==> src/rtl/core/circle_raster_generator_core_assert.svh <==
// Assertion macros for the circle rasterizer RTL.
// Each macro expects signals named clk and arst_n in the enclosing module.
`ifndef CIRCLE_RASTER_GENERATOR_CORE_ASSERT_SVH
`define CIRCLE_RASTER_GENERATOR_CORE_ASSERT_SVH

// Same-cycle implication, checked at every rising clock edge out of reset.
`define CRG_ASSERT_IMP(lbl, ante, cons, msg) \
	lbl: assert property (@(posedge clk) disable iff (!arst_n) (ante) |-> (cons)) \
		else $error(msg);

// Next-cycle implication, checked at every rising clock edge out of reset.
`define CRG_ASSERT_NXT(lbl, ante, cons, msg) \
	lbl: assert property (@(posedge clk) disable iff (!arst_n) (ante) |=> (cons)) \
		else $error(msg);

`endif

==> src/rtl/core/crg_pkg.sv <==
// Package for the circle rasterizer: field widths, codes, the job type and helpers.
// Has no dependencies; every other RTL file but the assert header imports it.
`default_nettype none

package crg_pkg;

	localparam int FIELD_W     = 26;
	localparam int RADIUS_W    = 10;
	localparam int KIND_W      = 3;
	localparam int DEC_W       = 14;
	localparam int CFG_IDX_W   = 2;
	localparam int CFG_DATA_W  = 10;
	localparam int COORD_BITS  = 26;
	localparam int RADIUS_LIMIT = 1023;
	localparam int POINTS_PER_STEP = 8;
	localparam int QUEUE_DEPTH_DEF = 2;

	localparam int WRAP_SH = (COORD_BITS < FIELD_W) ? FIELD_W - COORD_BITS : 0;

	localparam logic OP_START = 1'b0;
	localparam logic OP_STEP  = 1'b1;

	localparam logic [CFG_IDX_W-1:0] CFG_IDX_ENABLE     = 2'd0;
	localparam logic [CFG_IDX_W-1:0] CFG_IDX_MAX_RADIUS = 2'd1;

	localparam logic                ENABLE_RST     = 1'b1;
	localparam logic [RADIUS_W-1:0] MAX_RADIUS_RST = 10'd256;

	localparam logic signed [DEC_W-1:0] DEC_INIT     = 14'sd2;
	localparam logic signed [DEC_W-1:0] DEC_INC_DIAG = 14'sd10;
	localparam logic signed [DEC_W-1:0] DEC_INC_AXIS = 14'sd6;

	typedef enum logic [KIND_W-1:0] {
		KIND_POINT        = 3'd0,
		KIND_STARTED      = 3'd1,
		KIND_REJ_DISABLED = 3'd2,
		KIND_REJ_SIZE     = 3'd3,
		KIND_IDLE         = 3'd4
	} kind_t;

	typedef struct packed {
		kind_t                      kind;
		logic signed [FIELD_W-1:0]  origin_x;
		logic signed [FIELD_W-1:0]  origin_z;
		logic [RADIUS_W-1:0]        a;
		logic [RADIUS_W-1:0]        b;
		logic                       fin;
	} job_t;

	function automatic logic signed [FIELD_W-1:0] wrap_coord(input logic [FIELD_W-1:0] s);
		logic [FIELD_W-1:0] shifted;
		shifted = s << WRAP_SH;
		return $signed(shifted) >>> WRAP_SH;
	endfunction

endpackage

`default_nettype wire

==> src/rtl/core/crg_if.sv <==
// Channel interfaces of the circle rasterizer: request items, result items, register writes.
// Depends on crg_pkg for the field widths.
`default_nettype none

interface crg_req_if import crg_pkg::*; ();
	logic                      valid;
	logic                      ready;
	logic                      opcode;
	logic signed [FIELD_W-1:0] center_x;
	logic signed [FIELD_W-1:0] center_z;
	logic [RADIUS_W-1:0]       radius;
	logic                      hollow;

	modport source (output valid, opcode, center_x, center_z, radius, hollow, input ready);
	modport sink   (input valid, opcode, center_x, center_z, radius, hollow, output ready);
endinterface

interface crg_rsp_if import crg_pkg::*; ();
	logic                      valid;
	logic                      ready;
	logic [KIND_W-1:0]         kind;
	logic signed [FIELD_W-1:0] point_x;
	logic signed [FIELD_W-1:0] point_z;
	logic                      last;
	logic                      final_res;

	modport source (output valid, kind, point_x, point_z, last, final_res, input ready);
	modport sink   (input valid, kind, point_x, point_z, last, final_res, output ready);
endinterface

interface crg_cfg_if import crg_pkg::*; ();
	logic                  valid;
	logic                  ready;
	logic [CFG_IDX_W-1:0]  index;
	logic [CFG_DATA_W-1:0] data;

	modport source (output valid, index, data, input ready);
	modport sink   (input valid, index, data, output ready);
endinterface

`default_nettype wire

==> src/rtl/core/circle_raster_generator_core.sv <==
// An accepted item passes through the job queue and the back end's job register to the output
// register. A step item that draws points gives eight, one point per cycle while the output
// is not stalled, set by the single output port of the back end; start, rejected and idle items give one.
// The front end accepts a new item every cycle while the job queue has room.
// Reset clears all control state and loads the register defaults; no clearing pass runs.
`default_nettype none

module circle_raster_generator_core import crg_pkg::*; #(
	parameter int QUEUE_DEPTH = QUEUE_DEPTH_DEF
) (
	input  wire logic clk,
	input  wire logic arst_n,
	crg_req_if.sink   req,
	crg_rsp_if.source rsp,
	crg_cfg_if.sink   cfg
);

	job_t push_job;
	logic push;
	logic push_ready;
	job_t pop_job;
	logic pop;
	logic pop_valid;

	crg_front u_front (
		.clk        (clk),
		.arst_n     (arst_n),
		.req        (req),
		.cfg        (cfg),
		.push_job   (push_job),
		.push       (push),
		.push_ready (push_ready)
	);

	crg_queue #(
		.DEPTH (QUEUE_DEPTH)
	) u_queue (
		.clk        (clk),
		.arst_n     (arst_n),
		.push       (push),
		.push_job   (push_job),
		.push_ready (push_ready),
		.pop        (pop),
		.pop_valid  (pop_valid),
		.pop_job    (pop_job)
	);

	crg_back u_back (
		.clk     (clk),
		.arst_n  (arst_n),
		.q_valid (pop_valid),
		.q_job   (pop_job),
		.pop     (pop),
		.rsp     (rsp)
	);

endmodule

`default_nettype wire

==> src/rtl/core/crg_front.sv <==
// Front end: accepts request items, holds the registers and the circle state, and
// turns each item into one job for the back end. Depends on crg_pkg and crg_if.
`default_nettype none

module crg_front import crg_pkg::*; (
	input  wire logic clk,
	input  wire logic arst_n,
	crg_req_if.sink   req,
	crg_cfg_if.sink   cfg,
	output job_t      push_job,
	output logic      push,
	input  wire logic push_ready
);

	logic                      enable_q;
	logic [RADIUS_W-1:0]       max_radius_q;
	logic                      active_q;
	logic                      hollow_q;
	logic signed [FIELD_W-1:0] origin_x_q;
	logic signed [FIELD_W-1:0] origin_z_q;
	logic [RADIUS_W-1:0]       step_x_q;
	logic [RADIUS_W-1:0]       edge_y_q;
	logic [RADIUS_W-1:0]       inner_y_q;
	logic signed [DEC_W-1:0]   decision_q;

	logic [RADIUS_W-1:0]       lim;
	logic signed [11:0]        x_cur;
	logic signed [11:0]        y_cur;
	logic signed [11:0]        x_next;
	logic signed [11:0]        y_next;
	logic                      dec_nonneg;
	logic                      col_end;
	logic                      col_done;
	logic signed [DEC_W-1:0]   dec_step;
	logic signed [DEC_W-1:0]   dec_next;
	logic signed [DEC_W-1:0]   dec_start;
	logic                      start_ok;

	assign req.ready = push_ready;
	assign push      = req.valid & push_ready;
	assign cfg.ready = 1'b1;

	always_comb begin
		lim = (32'(max_radius_q) > RADIUS_LIMIT) ? RADIUS_W'(RADIUS_LIMIT) : max_radius_q;
		x_cur = $signed({2'b00, step_x_q});
		y_cur = $signed({2'b00, edge_y_q});
		dec_nonneg = ~decision_q[DEC_W-1];
		col_end = hollow_q | (inner_y_q == edge_y_q);
		x_next = x_cur + 12'sd1;
		y_next = y_cur - $signed({11'b0, dec_nonneg});
		col_done = x_next > y_next;
		dec_step = dec_nonneg ? (DEC_W'(x_cur) - DEC_W'(y_cur)) : DEC_W'(x_cur);
		dec_next = decision_q + (dec_step <<< 2) + (dec_nonneg ? DEC_INC_DIAG : DEC_INC_AXIS);
		dec_start = DEC_INIT - $signed({3'b000, req.radius, 1'b0});
		start_ok = enable_q & (req.radius <= lim);

		push_job.origin_x = origin_x_q;
		push_job.origin_z = origin_z_q;
		push_job.a = step_x_q;
		push_job.b = inner_y_q;
		push_job.fin = 1'b0;
		if (req.opcode == OP_START) begin
			if (!enable_q) begin
				push_job.kind = KIND_REJ_DISABLED;
			end else if (req.radius > lim) begin
				push_job.kind = KIND_REJ_SIZE;
			end else begin
				push_job.kind = KIND_STARTED;
			end
		end else if (!active_q) begin
			push_job.kind = KIND_IDLE;
		end else begin
			push_job.kind = KIND_POINT;
			push_job.fin = col_end & col_done;
		end
	end

	always_ff @(posedge clk or negedge arst_n) begin
		if (!arst_n) begin
			enable_q <= ENABLE_RST;
			max_radius_q <= MAX_RADIUS_RST;
		end else if (cfg.valid) begin
			unique case (cfg.index)
				CFG_IDX_ENABLE: enable_q <= cfg.data[0];
				CFG_IDX_MAX_RADIUS: max_radius_q <= cfg.data[RADIUS_W-1:0];
				default: ;
			endcase
		end
	end

	always_ff @(posedge clk or negedge arst_n) begin
		if (!arst_n) begin
			active_q <= 1'b0;
			hollow_q <= 1'b0;
			origin_x_q <= '0;
			origin_z_q <= '0;
			step_x_q <= '0;
			edge_y_q <= '0;
			inner_y_q <= '0;
			decision_q <= '0;
		end else if (push) begin
			if (req.opcode == OP_START) begin
				if (start_ok) begin
					active_q <= 1'b1;
					hollow_q <= req.hollow;
					origin_x_q <= req.center_x;
					origin_z_q <= req.center_z;
					step_x_q <= '0;
					edge_y_q <= req.radius;
					inner_y_q <= req.hollow ? req.radius : '0;
					decision_q <= dec_start;
				end
			end else if (active_q) begin
				if (col_end) begin
					decision_q <= dec_next;
					edge_y_q <= y_next[RADIUS_W-1:0];
					step_x_q <= x_next[RADIUS_W-1:0];
					inner_y_q <= hollow_q ? y_next[RADIUS_W-1:0] : x_next[RADIUS_W-1:0];
					active_q <= ~col_done;
				end else begin
					inner_y_q <= inner_y_q + 1'b1;
				end
			end
		end
	end

endmodule

`default_nettype wire

==> src/rtl/core/crg_queue.sv <==
// Short job queue between the front and back ends of the circle rasterizer.
// Depends on crg_pkg for the job type.
`default_nettype none

module crg_queue import crg_pkg::*; #(
	parameter int DEPTH = QUEUE_DEPTH_DEF
) (
	input  wire logic clk,
	input  wire logic arst_n,
	input  wire logic push,
	input  job_t      push_job,
	output logic      push_ready,
	input  wire logic pop,
	output logic      pop_valid,
	output job_t      pop_job
);

	localparam int PW = (DEPTH > 1) ? $clog2(DEPTH) : 1;
	localparam int CW = $clog2(DEPTH + 1);

	job_t          mem_q [DEPTH];
	logic [PW-1:0] wr_ptr_q;
	logic [PW-1:0] rd_ptr_q;
	logic [CW-1:0] count_q;

	assign push_ready = (count_q != CW'(DEPTH));
	assign pop_valid  = (count_q != '0);
	assign pop_job    = mem_q[rd_ptr_q];

	always_ff @(posedge clk) begin
		if (push) begin
			mem_q[wr_ptr_q] <= push_job;
		end
	end

	always_ff @(posedge clk or negedge arst_n) begin
		if (!arst_n) begin
			wr_ptr_q <= '0;
			rd_ptr_q <= '0;
			count_q <= '0;
		end else begin
			if (push) begin
				wr_ptr_q <= (wr_ptr_q == PW'(DEPTH - 1)) ? '0 : wr_ptr_q + 1'b1;
			end
			if (pop) begin
				rd_ptr_q <= (rd_ptr_q == PW'(DEPTH - 1)) ? '0 : rd_ptr_q + 1'b1;
			end
			if (push && !pop) begin
				count_q <= count_q + 1'b1;
			end else if (pop && !push) begin
				count_q <= count_q - 1'b1;
			end
		end
	end

endmodule

`default_nettype wire

==> src/rtl/core/crg_back.sv <==
// Back end: takes one job at a time and emits its result items, eight mirrored points
// for a step, through a registered output. Depends on crg_pkg, crg_if and the assert macros.
`default_nettype none
`include "circle_raster_generator_core_assert.svh"

module crg_back import crg_pkg::*; (
	input  wire logic clk,
	input  wire logic arst_n,
	input  wire logic q_valid,
	input  job_t      q_job,
	output logic      pop,
	crg_rsp_if.source rsp
);

	job_t                      job_q;
	logic                      job_valid_q;
	logic [2:0]                idx_q;
	logic                      out_valid_q;
	kind_t                     kind_q;
	logic signed [FIELD_W-1:0] point_x_q;
	logic signed [FIELD_W-1:0] point_z_q;
	logic                      last_q;
	logic                      final_q;

	logic                      is_pt;
	logic                      job_last;
	logic                      adv;
	logic [RADIUS_W-1:0]       mag_x;
	logic [RADIUS_W-1:0]       mag_z;
	logic [FIELD_W-1:0]        d_x;
	logic [FIELD_W-1:0]        d_z;
	logic signed [FIELD_W-1:0] pt_x;
	logic signed [FIELD_W-1:0] pt_z;

	assign rsp.valid     = out_valid_q;
	assign rsp.kind      = kind_q;
	assign rsp.point_x   = point_x_q;
	assign rsp.point_z   = point_z_q;
	assign rsp.last      = last_q;
	assign rsp.final_res = final_q;

	always_comb begin
		is_pt = (job_q.kind == KIND_POINT);
		job_last = !is_pt || (idx_q == 3'(POINTS_PER_STEP - 1));
		adv = job_valid_q && (!out_valid_q || rsp.ready);
		pop = q_valid && (!job_valid_q || (adv && job_last));
		mag_x = idx_q[2] ? job_q.b : job_q.a;
		mag_z = idx_q[2] ? job_q.a : job_q.b;
		d_x = idx_q[1] ? -FIELD_W'(mag_x) : FIELD_W'(mag_x);
		d_z = (idx_q[1] ^ idx_q[0]) ? -FIELD_W'(mag_z) : FIELD_W'(mag_z);
		pt_x = wrap_coord(job_q.origin_x + d_x);
		pt_z = wrap_coord(job_q.origin_z + d_z);
	end

	always_ff @(posedge clk) begin
		if (adv) begin
			kind_q <= job_q.kind;
			point_x_q <= is_pt ? pt_x : '0;
			point_z_q <= is_pt ? pt_z : '0;
			last_q <= job_last;
			final_q <= is_pt & job_last & job_q.fin;
		end
		if (pop) begin
			job_q <= q_job;
		end
	end

	always_ff @(posedge clk or negedge arst_n) begin
		if (!arst_n) begin
			out_valid_q <= 1'b0;
			job_valid_q <= 1'b0;
			idx_q <= '0;
		end else begin
			if (adv) begin
				out_valid_q <= 1'b1;
			end else if (rsp.ready) begin
				out_valid_q <= 1'b0;
			end
			if (pop) begin
				job_valid_q <= 1'b1;
				idx_q <= '0;
			end else if (adv) begin
				if (job_last) begin
					job_valid_q <= 1'b0;
					idx_q <= '0;
				end else begin
					idx_q <= idx_q + 1'b1;
				end
			end
		end
	end

	`CRG_ASSERT_IMP(a_idx_needs_job, !job_valid_q, idx_q == 3'd0, "point index moved without a job")
	`CRG_ASSERT_IMP(a_status_is_last, out_valid_q && kind_q != KIND_POINT, last_q,
		"status item not marked last")
	`CRG_ASSERT_IMP(a_final_is_last, out_valid_q && final_q, last_q && kind_q == KIND_POINT,
		"final point flag outside the last point of a step")
	`CRG_ASSERT_NXT(a_step_continues, adv && is_pt && !job_last, job_valid_q && idx_q != 3'd0,
		"step job dropped before its eighth point")

endmodule

`default_nettype wire
==> src/flat_wrapper.sv <==
// flat-port wrapper written by rule: the top's interface ports become plain ports
module circle_raster_generator_core_flat import crg_pkg::*;
#(
	parameter int QUEUE_DEPTH = QUEUE_DEPTH_DEF
)
  (clk, arst_n, req_valid, req_opcode, req_center_x, req_center_z, req_radius, req_hollow, req_ready, rsp_valid, rsp_kind, rsp_point_x, rsp_point_z, rsp_last, rsp_final_res, rsp_ready, cfg_valid, cfg_index, cfg_data, cfg_ready);
  crg_req_if req_i ();
  crg_rsp_if rsp_i ();
  crg_cfg_if cfg_i ();
  input  wire logic clk;
  input  wire logic arst_n;
  input wire logic [$bits(req_i.valid)-1:0] req_valid;
  input wire logic [$bits(req_i.opcode)-1:0] req_opcode;
  input wire logic [$bits(req_i.center_x)-1:0] req_center_x;
  input wire logic [$bits(req_i.center_z)-1:0] req_center_z;
  input wire logic [$bits(req_i.radius)-1:0] req_radius;
  input wire logic [$bits(req_i.hollow)-1:0] req_hollow;
  output wire logic [$bits(req_i.ready)-1:0] req_ready;
  output wire logic [$bits(rsp_i.valid)-1:0] rsp_valid;
  output wire logic [$bits(rsp_i.kind)-1:0] rsp_kind;
  output wire logic [$bits(rsp_i.point_x)-1:0] rsp_point_x;
  output wire logic [$bits(rsp_i.point_z)-1:0] rsp_point_z;
  output wire logic [$bits(rsp_i.last)-1:0] rsp_last;
  output wire logic [$bits(rsp_i.final_res)-1:0] rsp_final_res;
  input wire logic [$bits(rsp_i.ready)-1:0] rsp_ready;
  input wire logic [$bits(cfg_i.valid)-1:0] cfg_valid;
  input wire logic [$bits(cfg_i.index)-1:0] cfg_index;
  input wire logic [$bits(cfg_i.data)-1:0] cfg_data;
  output wire logic [$bits(cfg_i.ready)-1:0] cfg_ready;
  assign req_i.valid = req_valid;
  assign req_i.opcode = req_opcode;
  assign req_i.center_x = req_center_x;
  assign req_i.center_z = req_center_z;
  assign req_i.radius = req_radius;
  assign req_i.hollow = req_hollow;
  assign req_ready = req_i.ready;
  assign rsp_valid = rsp_i.valid;
  assign rsp_kind = rsp_i.kind;
  assign rsp_point_x = rsp_i.point_x;
  assign rsp_point_z = rsp_i.point_z;
  assign rsp_last = rsp_i.last;
  assign rsp_final_res = rsp_i.final_res;
  assign rsp_i.ready = rsp_ready;
  assign cfg_i.valid = cfg_valid;
  assign cfg_i.index = cfg_index;
  assign cfg_i.data = cfg_data;
  assign cfg_ready = cfg_i.ready;
  circle_raster_generator_core #(.QUEUE_DEPTH(QUEUE_DEPTH)) u_core (.clk(clk), .arst_n(arst_n), .req(req_i), .rsp(rsp_i), .cfg(cfg_i));
endmodule
==> config.mk <==
export PLATFORM = sky130hd
export DESIGN_NAME = circle_raster_generator_core_flat
export DESIGN_NICKNAME = d
export VERILOG_FILES = /design/src/rtl/core/crg_pkg.sv /design/src/rtl/core/crg_if.sv /design/src/rtl/core/circle_raster_generator_core.sv /design/src/rtl/core/crg_front.sv /design/src/rtl/core/crg_queue.sv /design/src/rtl/core/crg_back.sv /design/src/flat_wrapper.sv
export VERILOG_INCLUDE_DIRS = /design/src /design/src/rtl/core
export SDC_FILE = /design/constraint.sdc
export NUM_CORES = 1
export LEC_CHECK = 0
export ABC_AREA = 1
export BUFFER_PORTS_ARGS = -buffer_cell sky130_fd_sc_hd__buf_2
export CORE_ASPECT_RATIO = 1.5
export CORE_MARGIN = 2
export CORE_UTILIZATION = 44
export CTS_BUF_LIST = sky130_fd_sc_hd__clkbuf_4 sky130_fd_sc_hd__clkbuf_8 sky130_fd_sc_hd__clkbuf_16
export CTS_CLUSTER_DIAMETER = 40
export DETAILED_ROUTE_END_ITERATION = 8
export GPL_TIMING_DRIVEN = 1
export HOLD_SLACK_MARGIN = 0.1
export SLEW_MARGIN = 0
export SYNTH_ARGS = -nofsm -noshare
export SYNTH_HDL_FRONTEND = slang
export SYNTH_SLANG_ARGS = --single-unit
==> constraint.sdc <==
create_clock -name clk -period 14.76 [get_ports clk]
set_input_delay 2.214 -clock clk [delete_from_list [all_inputs] [get_ports clk]]
set_output_delay 2.214 -clock clk [all_outputs]
set_load 0.05 [all_outputs]
### Word level (Yosys, flattened, before mapping)

Memory sizes are Yosys's and may differ from the RTL's. A register that Yosys moved wholly into a read port is not among the register bits.
Index checks and enable logic that the tools add are counted.

* register bits after elaboration: 175
* input bits: 81
* bits in writable memories: 152
* output and inout bits: 60
* memories: 1
* ROM bits: 0
* latch bits: 0

* bitwise logic cells: 10
* equality and inequality tests: 6
* reduce and logical (&&, ||, !) cells: 28
* $lt $le $gt $ge: 3
* add/subtract/negate cells: 16
* multipliers: 0
* shift-type cells: 0
* divide/modulo/power cells: 0
* muxes and demuxes: 48

Memories
* u_core.u_queue.mem_q: depth 2, width 76, rd ports 1, clocked after Yosys merged registers in 1, write ports 1, RTL line crg_queue.sv:21 `job_t mem_q [DEPTH];`

Operators by type and width (number)
* 2-to-1 mux 10 bit: 16
* 2-to-1 mux 14 bit: 4
* adder 26 bit: 2
* 2-to-1 mux 26 bit: 2
* negator 10 -> 26 bit: 2
* 2-to-1 mux 3 bit: 6
* 2-to-1 mux 1 bit: 15
* adder 14 bit: 1
* adder 14 x 5 -> 14 bit: 1
* greater-than comparator 12 x 11 -> 1 bit: 1
* 2-to-1 mux 12 bit: 1
* nonzero test 2 bit: 6
* subtractor 2 x 11 -> 12 bit (first input constant): 1
* adder 10 x 1 -> 11 bit (second input constant): 1
* subtractor 10 x 1 -> 11 bit: 1
* subtractor 10 x 10 -> 11 bit: 1
* adder 10 x 1 -> 10 bit (second input constant): 1
* equality test 10 bit: 1
* greater-than comparator 10 bit: 1
* less-or-equal comparator 10 bit: 1
* AND reduction 2 bit: 4
* 2-to-1 mux 2 bit: 3
* AND reduction 3 bit: 2
* bitwise AND 1 bit: 5
* 18 further kinds: 32

### Longest topological paths before layout

Gate-level depths: netlist of run 1.

* word-level depth: 9
* depth in mapped cells: 24

### Cells and area by module

From an unflattened synthesis of run 1, not the netlist that was laid out.

* cells, all modules: 2335
* area, all modules: 21992.3 um^2

By module, submodules not included
* crg_back: sequential area each 4119.0 um^2, cells each 1118, times used 1, area an instance 8755.9 um^2
* crg_front: sequential area each 2705.1 um^2, cells each 955, times used 1, area an instance 7409.6 um^2
* crg_queue: sequential area each 4664.5 um^2, cells each 262, times used 1, area an instance 5826.8 um^2

### Worst setup path after synthesis of run 1

No wires, ideal clock.

* path type: input to register
* start point: input rsp_ready
* end point: register u_core.u_queue.count_q[1]
* setup time: 131 ps
* stages: 11
* path buffers: 0
* arrival time: 8631 ps
* setup slack: 5998 ps
* cells stage by stage: inv_1 nand2_1 nand2_1 inv_1 a21oi_1 a21oi_1 inv_1 ha_1 a21oi_1 o21ai_0 xor2_1

* word-level cells in the longest chain between the ends: 8
* elaborated cells on any way between the ends: 10
* classes of those cells: mux: 1; reduce/logical: 9

Ends and longest elaborated chain
* start: declaration: RTL line flat_wrapper.sv:25 `input wire logic [$bits(rsp_i.ready)-1:0] rsp_ready;`
* logical OR 1 bit *: RTL line crg_back.sv:45 `adv = job_valid_q && (!out_valid_q || rsp.ready);`
* logical AND 1 bit *: RTL line crg_back.sv:45
* via u_core.u_back.adv: RTL line crg_back.sv:27 `logic adv;`
* logical AND 1 bit *: RTL line crg_back.sv:46 `pop = q_valid && (!job_valid_q || (adv && job_last));`
* logical OR 1 bit *: RTL line crg_back.sv:46
* logical AND 1 bit *: RTL line crg_back.sv:46
* via u_core.pop: RTL line circle_raster_generator_core.sv:22 `logic pop;`
* zero test 1 bit: RTL line crg_queue.sv:48 `if (push && !pop) begin`
* logical AND 1 bit: RTL line crg_queue.sv:48
* 2-to-1 mux 2 bit / nonzero test 2 bit (equally long branches)
* end signal: assignment: RTL line crg_queue.sv:49 `count_q <= count_q + 1'b1;`
* end signal: assignment: RTL line crg_queue.sv:51 `count_q <= count_q - 1'b1;`
* end: declaration: RTL line crg_queue.sv:24 `logic [CW-1:0] count_q;`

The timed path passes the listed nets; every way through them passes the cells marked *.
A chain may end at the register's enable or synchronous reset.

### Final worst setup path of run 1

* start point: register u_core.u_back.idx_q[2]
* end point: register u_core.u_back.point_z_q[22], in the netlist u_core.u_back.rsp.point_z[22] (data pin)

* word-level cells in the longest chain between the ends: 4

Ends and longest elaborated chain
* start: declaration: RTL line crg_back.sv:17 `logic [2:0] idx_q;`
* start signal: assignment: RTL line crg_back.sv:87 `idx_q <= idx_q + 1'b1;`
* 2-to-1 mux 10 bit *: RTL line crg_back.sv:48 `mag_z = idx_q[2] ? job_q.a : job_q.b;`
* negator 10 -> 26 bit: RTL line crg_back.sv:50 `d_z = (idx_q[1] ^ idx_q[0]) ? -FIELD_W'(mag_z) : FIELD_W'(mag_z);`
* 2-to-1 mux 26 bit *: RTL line crg_back.sv:50
* adder 26 bit *: RTL line crg_back.sv:52 `pt_z = wrap_coord(job_q.origin_z + d_z);`
* end signal: assignment: RTL line crg_back.sv:59 `point_z_q <= is_pt ? pt_z : '0;`
* end: declaration: RTL line crg_back.sv:21 `logic signed [FIELD_W-1:0] point_z_q;`

Every way passes the cells marked *; elsewhere a longest branch is shown, timed or not.

==> out/results.tsv, run 1 <==
metric	value	unit
Setup TNS Final	0	ns
Nets	2621	
worst path cell trace	inv_2 -> or2_0 -> o21ai_2 -> ha_1 -> nand3_1 -> nor3_2 -> nand2_1 -> nor2_2 -> a31oi_1 -> ha_1 -> nand2_1 -> nor2_1 -> nand2_1 -> o21ai_0 -> nand2_1 -> nand3_1 -> a21oi_1	
DR iter-0 viols	840	
share of flip-flops with an asynchronous set or reset	29.1	%
setup slack after layout	10.15	ns
HP Class	reg -> reg	
Cells after Synth	2279	
Chip Height	272	um
layout overhead on the synthesized area	13.9	%
period utilization	31.3	%
vias after detailed routing	15802	
post-layout minimum cycle time	4.61	ns
largest net degree at the start of global routing	78	
Setup CP Type	reg -> reg	
Clock Latency Late Sink	0.59	ns
Clock Skews	0.0200	ns
Placed Cells	2972	
Synth Flop Type	edfxtp_1	
layout cells sized above 1	13.2	%
Avg WL per Cell	17.3	um
Inserted Clock Buffers	48	
vias in the first global route	15760	
final hold vios	0	
run status	completed	
r2r setup slk	10.15	ns
#FFs+latches synth	402	
Overall Power	6.10	mW
RSZ-0062 raised after global routing	false	
H-tree depth	2	
dpl cell area	0.0225	sq mm
crit path max fanout	27	
CTS Sinks	402	
post-synth net total	2478	
R2R cell count	17	
RD Place Congestion	0.946	
Post-Route WL	53.0	mm
die width	183	um
reg2reg end	u_core.u_back.rsp.point_z[22]	
Core Rows	98	
maximum vdd ir drop	0.000151	V
drc violations	0	
TritonCTS clock tree	built	
die footprint	0.0499	sq mm
CTS Root Cell	clkbuf_16	
Slew headroom	36.1	%
LEAKAGE	11.0	nW
Antenna diodes	0	
Clock Path Buffers	3	
Buf/Inv on CP	1	
CTS Hold Bufs	0	
DP Wirelength	39.2	mm
arrival time worst endpoint	4.91	ns
crit path launch type	register	
Worst Hold Depth	0	
post-CTS setup buffers	0	
DP Worst Slack	10.05	ns
Crit. End Element	register	
Setup-failing EPs final	0	
most used cell, CP	nand2_1	
Core Area	0.0476	sq mm
Worst Tran Pin Value	0.958	ns
Cell Area, Synth	0.0211	sq mm
sequential share of the synthesized area	54.3	%
synth warn	0	
pwr/cell area	253	mW/mm^2
Hold Startpoint	u_core.u_front.origin_z_q[6]	
WHS	0.468	ns
CP max stage delay	0.95	ns
Required @ worst endpoint	15.06	ns
Post-synth EDFFs	285	
fin area	0.0241	sq mm
Worst R2R Start	u_core.u_back.idx_q[2]	
Ports	141	
Post-Syn Area per Cell	9.28	sq um
GRT Util Overall	21.4	%
Post-DRT Antenna Nets	0	
Synth cell types	51	
drt pass-1 iters	5	
Worst path slowest cell	dfrtp_1	
initial antenna violation count	0	
initial core utilization	44.4	%
Clock transition at path regs	0.06	ns
fin. max-slew vios	0	
Final Util	50.6	%
Post-CTS Resized	0	
commonest non-fill, non-tap cells in the layout	723 x nand2_1, 285 x edfxtp_1, 215 x inv_1	
commonest non-fill, non-tap cell in the layout	nand2_1	
total gr overflow	0	
Crit path max-delay family	simple AND/OR/NAND/NOR gates	
Peak Freq	0.217	GHz
post-route insts no fill	3062	
Worst Hold Path EP	u_core.u_queue.mem_q[1][27]	
Vias/cell	5.16	
first-pass GRT wire length	83.4	mm
I/O Buffers	139	
Max Cap Viol	0	
## routing by layer
metal | GRT usage (%) | share of wire, % | wire length [um] | vias to the layer above
met5 | 0 | 0 | 0 | -
met4 | 9.87 | 4.5 | 2390 | 0
met3 | 2.87 | 3.1 | 1650 | 119
met2 | 41.2 | 54 | 28700 | 335
met1 | 22.8 | 38 | 20200 | 7435
li1 | - | - | - | 7913
## worst max-delay path by stage
| stage | from | to | slack (ns) | depth (start not counted) |
|---|---|---|---|---|
| 2_1_floorplan | rsp_ready | u_core.u_queue.count_q[1] | 6.00 | 11 |
| 3_3_place_gp | req_opcode | u_core.u_front.inner_y_q[1] | 10.13 | 9 |
| 3_5_place_dp | req_radius[9] | u_core.u_front.inner_y_q[2] | 10.05 | 13 |
| 4_1_cts | u_core.u_back.idx_q[2] | u_core.u_back.rsp.point_x[21] | 10.24 | 21 |
| 5_1_grt | u_core.u_back.idx_q[2] | u_core.u_back.rsp.point_z[22] | 9.81 | 20 |
| 6_report | u_core.u_back.idx_q[2] | u_core.u_back.rsp.point_z[22] | 10.15 | 17 |
## cell usage after synthesis (all sizes together) (6+ instances only)
cell type	instances	area, sq um
fa	6	120
xor2	31	272
nand3	100	505
o21ai	117	593
dfrtp	115	2880
nor3	26	156
a21o	7	52.6
xnor2	11	96.3
nand4	22	138
nand2	726	2730
clkbuf	39	146
edfxtp	285	8560
inv	220	826
nor2	171	659
ha	112	1400
a21oi	134	674
a31oi	10	62.6
o21bai	17	128
or2	11	68.8
mux2i	6	60.1
o21a	8	60.1
mux2	52	586
buf	17	97.6
## worst register-to-register path: stages, from the launching register on
cell and delay, ns:
dfrtp_1 0.95, inv_2 0.20, or2_0 0.27, o21ai_2 0.10
ha_1 0.22, nand3_1 0.14, nor3_2 0.19, nand2_1 0.09
nor2_2 0.20, a31oi_1 0.19, ha_1 0.46, nand2_1 0.12
nor2_1 0.18, nand2_1 0.06, o21ai_0 0.56, nand2_1 0.20
nand3_1 0.12, a21oi_1 0.08
## sequential cells by signal, summed over array words and instances (netlist names), 2 cells and up
name,flops
u_core.u_back.idx_q,3
u_core.u_front.inner_y_q,10
u_core.u_front.origin_x_q,26
u_core.u_back.job_q,76
u_core.u_back.rsp.point_x,26
u_core.u_front.step_x_q,10
u_core.u_back.rsp.kind,3
u_core.u_queue.count_q,2
u_core.u_front.lim,10
u_core.u_front.decision_q,13
u_core.u_front.origin_z_q,26
u_core.u_back.rsp.point_z,26
u_core.u_front.edge_y_q,10
u_core.u_queue.mem_q,152
## cell type report
class                      instances  area [sq um]
fill                            4490         23500
sequential                       402         11500
multi-input combinational       1596          8610
clock buffer                      58          1310
inverter                         225           845
timing repair buffer             149           773
tap                              600           751
clock inverter                    32           324
## kinds of logic after synthesis
group	after synthesis	synth area share (%)
DFF	402	54.3
other	1	0.0177
muxes	58	3.05
AOI/OAI and AO/OA	307	7.92
adders and majority gates	118	7.19
buffers and inverters	281	5.15
and+or+nand+nor	1070	20.6
xor gates and xnor gates	42	1.74
## power by group
group / internal [mW] / total [mW] / switching [mW]
combinational: 0.851 / 2.82 / 1.97
sequential: 1.84 / 2.09 / 0.254
clock: 0.686 / 1.19 / 0.501
total: 3.38 / 6.10 / 2.73
No activity file was read; power rests on OpenSTA's default activity.
==> run 2, diff against run 1 <==
==> constraint.sdc (replaced) <==
create_clock -name clk -period 4.09 [get_ports clk]
set_input_delay 0.6135 -clock clk [delete_from_list [all_inputs] [get_ports clk]]
set_output_delay 0.6135 -clock clk [all_outputs]
set_load 0.05 [all_outputs]
==> out/results.tsv, run 2 (synthesized netlist as in run 1, its figures left out) <==
metric	value	unit	change
pwr/cell area	914	mW/mm^2	+260%
largest net degree at the start of global routing	80		+2.6%
Top Registers	u_core.u_queue.mem_q (152), u_core.u_back.job_q (76)		
max reg flops	152		unchanged
Biggest register	u_core.u_queue.mem_q		
met3 Resource Use GR	2.67	%	-0.20 points
Post-DRT Antenna Nets	0		unchanged
initial core utilization	44.4	%	unchanged
Chip Height	272	um	unchanged
die width	183	um	unchanged
layout overhead on the synthesized area	15.0	%	
Slew headroom	37.5	%	+1.4 points
CTS Root Cell	clkbuf_16		
Overall Power	22.2	mW	+260%
Setup CP Type	reg -> reg		
Core Area	0.0476	sq mm	unchanged
Setup-failing EPs final	0		unchanged
DR iter-0 viols	882		+5.0%
RSZ-0062 raised after global routing	false		
vias after detailed routing	15891		+0.56%
maximum vdd ir drop	0.000630	V	+320%
Clock Latency Late Sink	0.56	ns	-0.03 ns
crit path launch type	register		
commonest non-fill, non-tap cell in the layout	nand2_1		
DP Wirelength	39.4	mm	+0.45%
Clock Path Buffers	3		unchanged
Max Cap Viol	0		unchanged
GR Layer Usage met1	23.5	%	+0.77 points
Inserted Clock Buffers	47		-2.1%
Vias/cell	5.16		about the same
drc violations	0		unchanged
HP Class	in -> async		
RD Place Congestion	0.934		-1.3%
Post-Route WL	53.6	mm	+1.1%
GRT Util Overall	21.4	%	+0.064 points
fill count	4441		-1.1%
Antenna diodes	0		unchanged
vias in the first global route	15610		-0.95%
crit path max fanout	12		-56%
first-pass GRT wire length	83.6	mm	+0.24%
drt pass-1 iters	5		unchanged
Ports	141		unchanged
Setup TNS Final	0	ns	unchanged
GRT busiest layer	met2		
final hold vios	0		unchanged
total gr overflow	0		unchanged
initial antenna violation count	0		unchanged
Peak Freq	0.267	GHz	+23%
Crit. End Element	register		
Nets	2639		+0.69%
run status	completed		
Worst Tran Pin Value	0.935	ns	-0.0231 ns
TritonCTS clock tree	built		
LEAKAGE	11.2	nW	+1.1%
Clock Skews	0.0179	ns	-0.00209 ns
I/O Buffers	139		unchanged
commonest non-fill, non-tap cells in the layout	723 x nand2_1, 285 x edfxtp_1, 215 x inv_1		
Worst path slowest cell	dfrtp_1		
met2 usage	40.4	%	-0.89 points
CTS Hold Bufs	0		unchanged
Required @ worst endpoint	4.41	ns	-10.65 ns
die footprint	0.0499	sq mm	unchanged
arrival time worst endpoint	4.07	ns	-0.84 ns
H-tree depth	2		unchanged
fin. max-slew vios	0		unchanged
Core Rows	98		unchanged
CP max stage delay	0.41	ns	-0.54 ns
layout cells sized above 1	14.1	%	+0.89 points
Avg WL per Cell	17.4	um	+0.57%
worst path cell trace	buf_4 -> mux2i_2 -> ha_1 -> inv_1 -> nor3_1 -> a31oi_1 -> nor2_2 -> nand2_1 -> ha_1 -> a21oi_1 -> o21ai_0 -> nor2_2 -> nand3_2 -> nand2_1 -> nand2_1 -> nor2_1 -> nor2_1		
most used cell, CP	nand2_1		
Clock transition at path regs	0.06	ns	about the same
CTS Sinks	402		unchanged
period utilization	91.7	%	+60 points
post-layout minimum cycle time	3.75	ns	-0.865 ns
[run 2: repair_timing]
item	4_1_cts	5_1_grt
gates resized for setup	0	9
hold endpoints to repair	0	0
endpoints found under the setup margin	0	8
setup buffers	0	0
[run 2: path summary, 6_finish.rpt]
check / startpoint / end / slack, ns / depth (start not counted)
min in group clk: cfg_valid / u_core.u_front.enable_q / 0.23 / 2
max in group asynchronous: arst_n / u_core.u_queue.rd_ptr_q / 3.02 / 2
worst min-delay path: arst_n / u_core.u_front.lim[0] / 0.19 / 1
worst min register to register: u_core.u_front.origin_x_q[0] / u_core.u_queue.mem_q[1][47] / 0.46 / 0
worst max-delay path: u_core.u_back.idx_q[2] / u_core.u_back.rsp.point_x[21] / 0.34 / 17
worst max register to register: u_core.u_back.idx_q[2] / u_core.u_back.rsp.point_x[21] / 0.34 / 17
[run 2: worst max-delay path, delay by kind of cell (launching register included)]
kind	cells	cell delay, ns
DFF	1	0.41
adders and majority gates	2	0.57
buffers and inverters	2	0.28
AOI/OAI and AO/OA	3	0.55
and+or+nand+nor	9	1.42
muxes	1	0.28
[run 2: where the power goes]
| group | internal, mW | switching, mW |
|---|---|---|
| sequential | 6.64 | 0.873 |
| clock | 2.53 | 1.75 |
| combinational | 3.23 | 7.22 |
[run 2: per-stage QoR]
step / hold slack, ns / setup slack [ns] / instance area [sq um] / util [%] / cells
after floorplan: 0.318 / 0.100 / 21200 / - / 2279
after global placement: 0.443 / 0.248 / 22700 / 47.7 / 2991
after detailed placement: 0.452 / 0.185 / 22700 / 47.7 / 2991
after CTS: 0.200 / 0.165 / 24300 / 51.0 / 3077
after global routing: 0.246 / 0.0226 / 24300 / 51.1 / 3077
final: 0.195 / 0.341 / 24300 / 51.1 / 3077
[run 2: layout make-up]
cell class | count | area [sq um] | share of cell area [%]
inverter | 225 | 848 | 3.49
clock inverter | 28 | 330 | 1.36
timing repair buffer | 168 | 978 | 4.02
sequential | 402 | 11500 | 47.3
tap | 600 | 751 | 3.09
clock buffer | 58 | 1280 | 5.25
multi-input combinational | 1596 | 8640 | 35.5
[run 2: routing by layer]
| metal | wire, um | share of wire, % |
|---|---|---|
| met2 | 28400 | 53 |
| met1 | 20500 | 38 |
| met3 | 1890 | 3.5 |
| met4 | 2760 | 5.2 |
| met5 | 0 | 0 |
==> run 3, diff against run 2 <==
--- a/config.mk
+++ b/config.mk
@@ -19,4 +19,5 @@
 export SLEW_MARGIN = 0
 export SYNTH_ARGS = -nofsm -noshare
 export SYNTH_HDL_FRONTEND = slang
+export SYNTH_HIERARCHICAL = 1
 export SYNTH_SLANG_ARGS = --single-unit
==> out/results.tsv, run 3 <==
metric	value	unit	change
die footprint	0.0518	sq mm	+3.9%
sequential share of the synthesized area	52.2	%	-2.1 points
max reg flops	152		unchanged
Top Registers	u_core/u_queue/mem_q (152), u_core/u_back/job_q (76)		
Crit path max-delay family	adder cells		
Worst path slowest cell	dfrtp_1		
r2r setup slk	0.28	ns	-0.06 ns
Cells after Synth	2335		+2.5%
I/O Buffers	139		unchanged
Final Util	50.7	%	-0.41 points
drt pass-1 iters	5		unchanged
reg2reg end	u_core/u_front/decision_q[10]		
R2R cell count	17		unchanged
Worst Tran Pin Value	0.995	ns	+0.0598 ns
Nets	2699		+2.3%
Required @ worst endpoint	4.53	ns	+0.12 ns
Slew headroom	33.6	%	-3.9 points
Peak Freq	0.262	GHz	-1.7%
CTS Root Cell	clkbuf_16		
synth cell count leaders	681 x nand2_1, 288 x inv_1, 285 x edfxtp_1, 212 x nor2_1, 115 x dfrtp_1		
Biggest register	u_core/u_queue/mem_q		
Crit. End Element	register		
Area contributors post-synth	edfxtp_1 39%, dfrtp_1 13%, nand2_1 12%		
Setup-failing EPs final	0		unchanged
#FFs+latches synth	402		unchanged
post-synth net total	2534		+2.3%
most used cell, CP	nand2_1		
Post-DRT Antenna Nets	0		unchanged
Inserted Clock Buffers	48		+2.1%
H-tree depth	2		unchanged
drc violations	0		unchanged
maximum vdd ir drop	0.000595	V	-5.5%
Clock Skews	0.0113	ns	-0.00665 ns
most frequent cell after synthesis	nand2_1		
Cell Area, Synth	0.0220	sq mm	+4.0%
Post-Syn Area per Cell	9.42	sq um	+1.5%
commonest non-fill, non-tap cell in the layout	nand2_1		
run status	completed		
synth warn	6		+6
RSZ-0062 raised after global routing	false		
pwr/cell area	947	mW/mm^2	+3.6%
Clock Path Buffers	3		unchanged
Synth area leader	edfxtp_1		
first-pass GRT wire length	85.7	mm	+2.6%
arrival time worst endpoint	4.26	ns	+0.19 ns
DP Wirelength	40.8	mm	+3.6%
Synth Flop Type	edfxtp_1		
Antenna diodes	0		unchanged
Worst R2R Start	u_core/u_front/step_x_q[0]		
die width	187	um	+1.9%
Sequential Area	0.0115	sq mm	about the same
Core Rows	100		+2.0%
worst path cell trace	inv_1 -> ha_1 -> inv_1 -> fa_1 -> o21ai_0 -> fa_1 -> fa_1 -> inv_1 -> nand3_1 -> nand2_1 -> nand3_1 -> nand2_1 -> a21oi_1 -> o21ai_0 -> o21ai_0 -> nand2_1 -> nand2_1		
CTS Sinks	402		unchanged
Buf/Inv on CP	3		+1
share of flip-flops with an asynchronous set or reset	29.1	%	unchanged
DR iter-0 viols	852		-3.4%
period utilization	93.2	%	+1.6 points
Post-synth EDFFs	285		unchanged
Post-Route WL	54.1	mm	+1.1%
total gr overflow	0		unchanged
Core Area	0.0495	sq mm	+4.1%
layout cells sized above 1	16.3	%	+2.2 points
fill count	4637		+4.4%
Chip Height	278	um	+2.0%
CP max stage delay	0.54	ns	+0.13 ns
initial core utilization	44.4	%	-0.062 points
Avg WL per Cell	16.9	um	-2.9%
crit path max fanout	11		-1
largest net degree at the start of global routing	77		-3.8%
commonest non-fill, non-tap cells in the layout	681 x nand2_1, 285 x inv_1, 285 x edfxtp_1		
layout overhead on the synthesized area	14.2	%	
multi-input logic area	0.00910	sq mm	+5.4%
WHS	0.180	ns	-0.0153 ns
crit path launch type	register		
TritonCTS clock tree	built		
LEAKAGE	11.7	nW	+4.9%
Vias/cell	4.98		-3.6%
vias after detailed routing	15941		+0.31%
GRT Util Overall	21.1	%	-0.37 points
post-layout minimum cycle time	3.81	ns	+0.0646 ns
fin. max-slew vios	0		unchanged
area share of the largest cell type after synthesis	38.9	%	-1.6 points
HP Class	in -> async		
final hold vios	0		unchanged
initial antenna violation count	1		+1
Synth cell types	51		unchanged
Max Cap Viol	0		unchanged
RD Place Congestion	0.938		+0.49%
Clock transition at path regs	0.06	ns	about the same
Clock Latency Late Sink	0.56	ns	about the same
Setup CP Type	reg -> reg		
Ports	141		unchanged
Setup TNS Final	0	ns	unchanged
post-CTS setup buffers	0		unchanged
vias in the first global route	16386		+5.0%
-- run 3: cell types whose count changed in the layout (fill, tap and decap cells not counted), moves of 27 or more --
cell	change
mux2_4	+30
mux2_2	+32
nor2_1	+48
o21ai_0	-29
nand2_1	-42
inv_1	+70
a21oi_1	-27
-- run 3: cells by family after synthesis --
kind of cell    Yosys count  share of synthesized area (%)
simple gates           1068                           19.8
flops                   402                           52.2
buf+inv                 344                           6.45
compound gates          226                           5.58
mux                     130                           7.16
fa+ha+maj               118                           6.92
xor+xnor                 46                           1.83
other cells               1                         0.0171
-- run 3: repair_timing --
| item | CTS | global route |
|---|---|---|
| gates resized for setup | 0 | 2 |
| endpoints found under the setup margin | 0 | 3 |
| hold buffers | 0 | 0 |
| hold endpoints to repair | 0 | 0 |
-- run 3: layout make-up --
type,count,area share [%]
Sequential cell,402,45.8
Multi-Input combinational cell,1589,36.2
Tap cell,663,3.30
Clock inverter,31,1.41
Timing Repair Buffer,163,3.65
Inverter,296,4.42
Clock buffer,59,5.23
-- run 3: where the power goes --
| part | total (mW) | switching (mW) | internal (mW) | leakage [nW] |
|---|---|---|---|---|
| clock | 4.36 | 1.76 | 2.60 | 0.823 |
| combinational | 11.8 | 7.90 | 3.89 | 6.72 |
| sequential | 7.64 | 0.953 | 6.69 | 4.17 |
| total | 23.8 | 10.6 | 13.2 | 11.7 |
-- run 3: worst max-delay path by stage --
stage | start | end | cells past startpoint
6_report | u_core/u_front/step_x_q[0] | u_core/u_front/decision_q[10] | 17
3_5_place_dp | u_core/u_front/step_x_q[0] | u_core/u_front/decision_q[10] | 17
4_1_cts | u_core/u_front/step_x_q[0] | u_core/u_front/decision_q[11] | 20
3_3_place_gp | u_core/u_front/step_x_q[0] | u_core/u_front/decision_q[11] | 20
2_1_floorplan | u_core/u_back/rsp.valid | u_core/u_queue/count_q[1] | 11
5_1_grt | u_core/u_front/step_x_q[0] | u_core/u_front/decision_q[11] | 20
-- run 3: stage by stage --
step / instances / cell area [sq um] / power (mW) / setup slack (ns)
global placement: 3113 / 23400 / 19.3 / 0.388
CTS: 3203 / 25100 / 24.0 / 0.318
finish: 3203 / 25100 / 23.8 / 0.276
floorplan: 2335 / 22000 / 16.3 / 0.608
detailed placement: 3113 / 23400 / 19.5 / 0.341
global route: 3203 / 25100 / 25.7 / 0.0203
-- run 3: metal layers --
metal	global-route usage (%)	up-vias	routed length, um
met5	0	-	0
met4	9.63	0	2450
met3	2.63	127	1870
met2	40.7	373	29200
met1	22.6	7407	20600
li1	-	8034	-
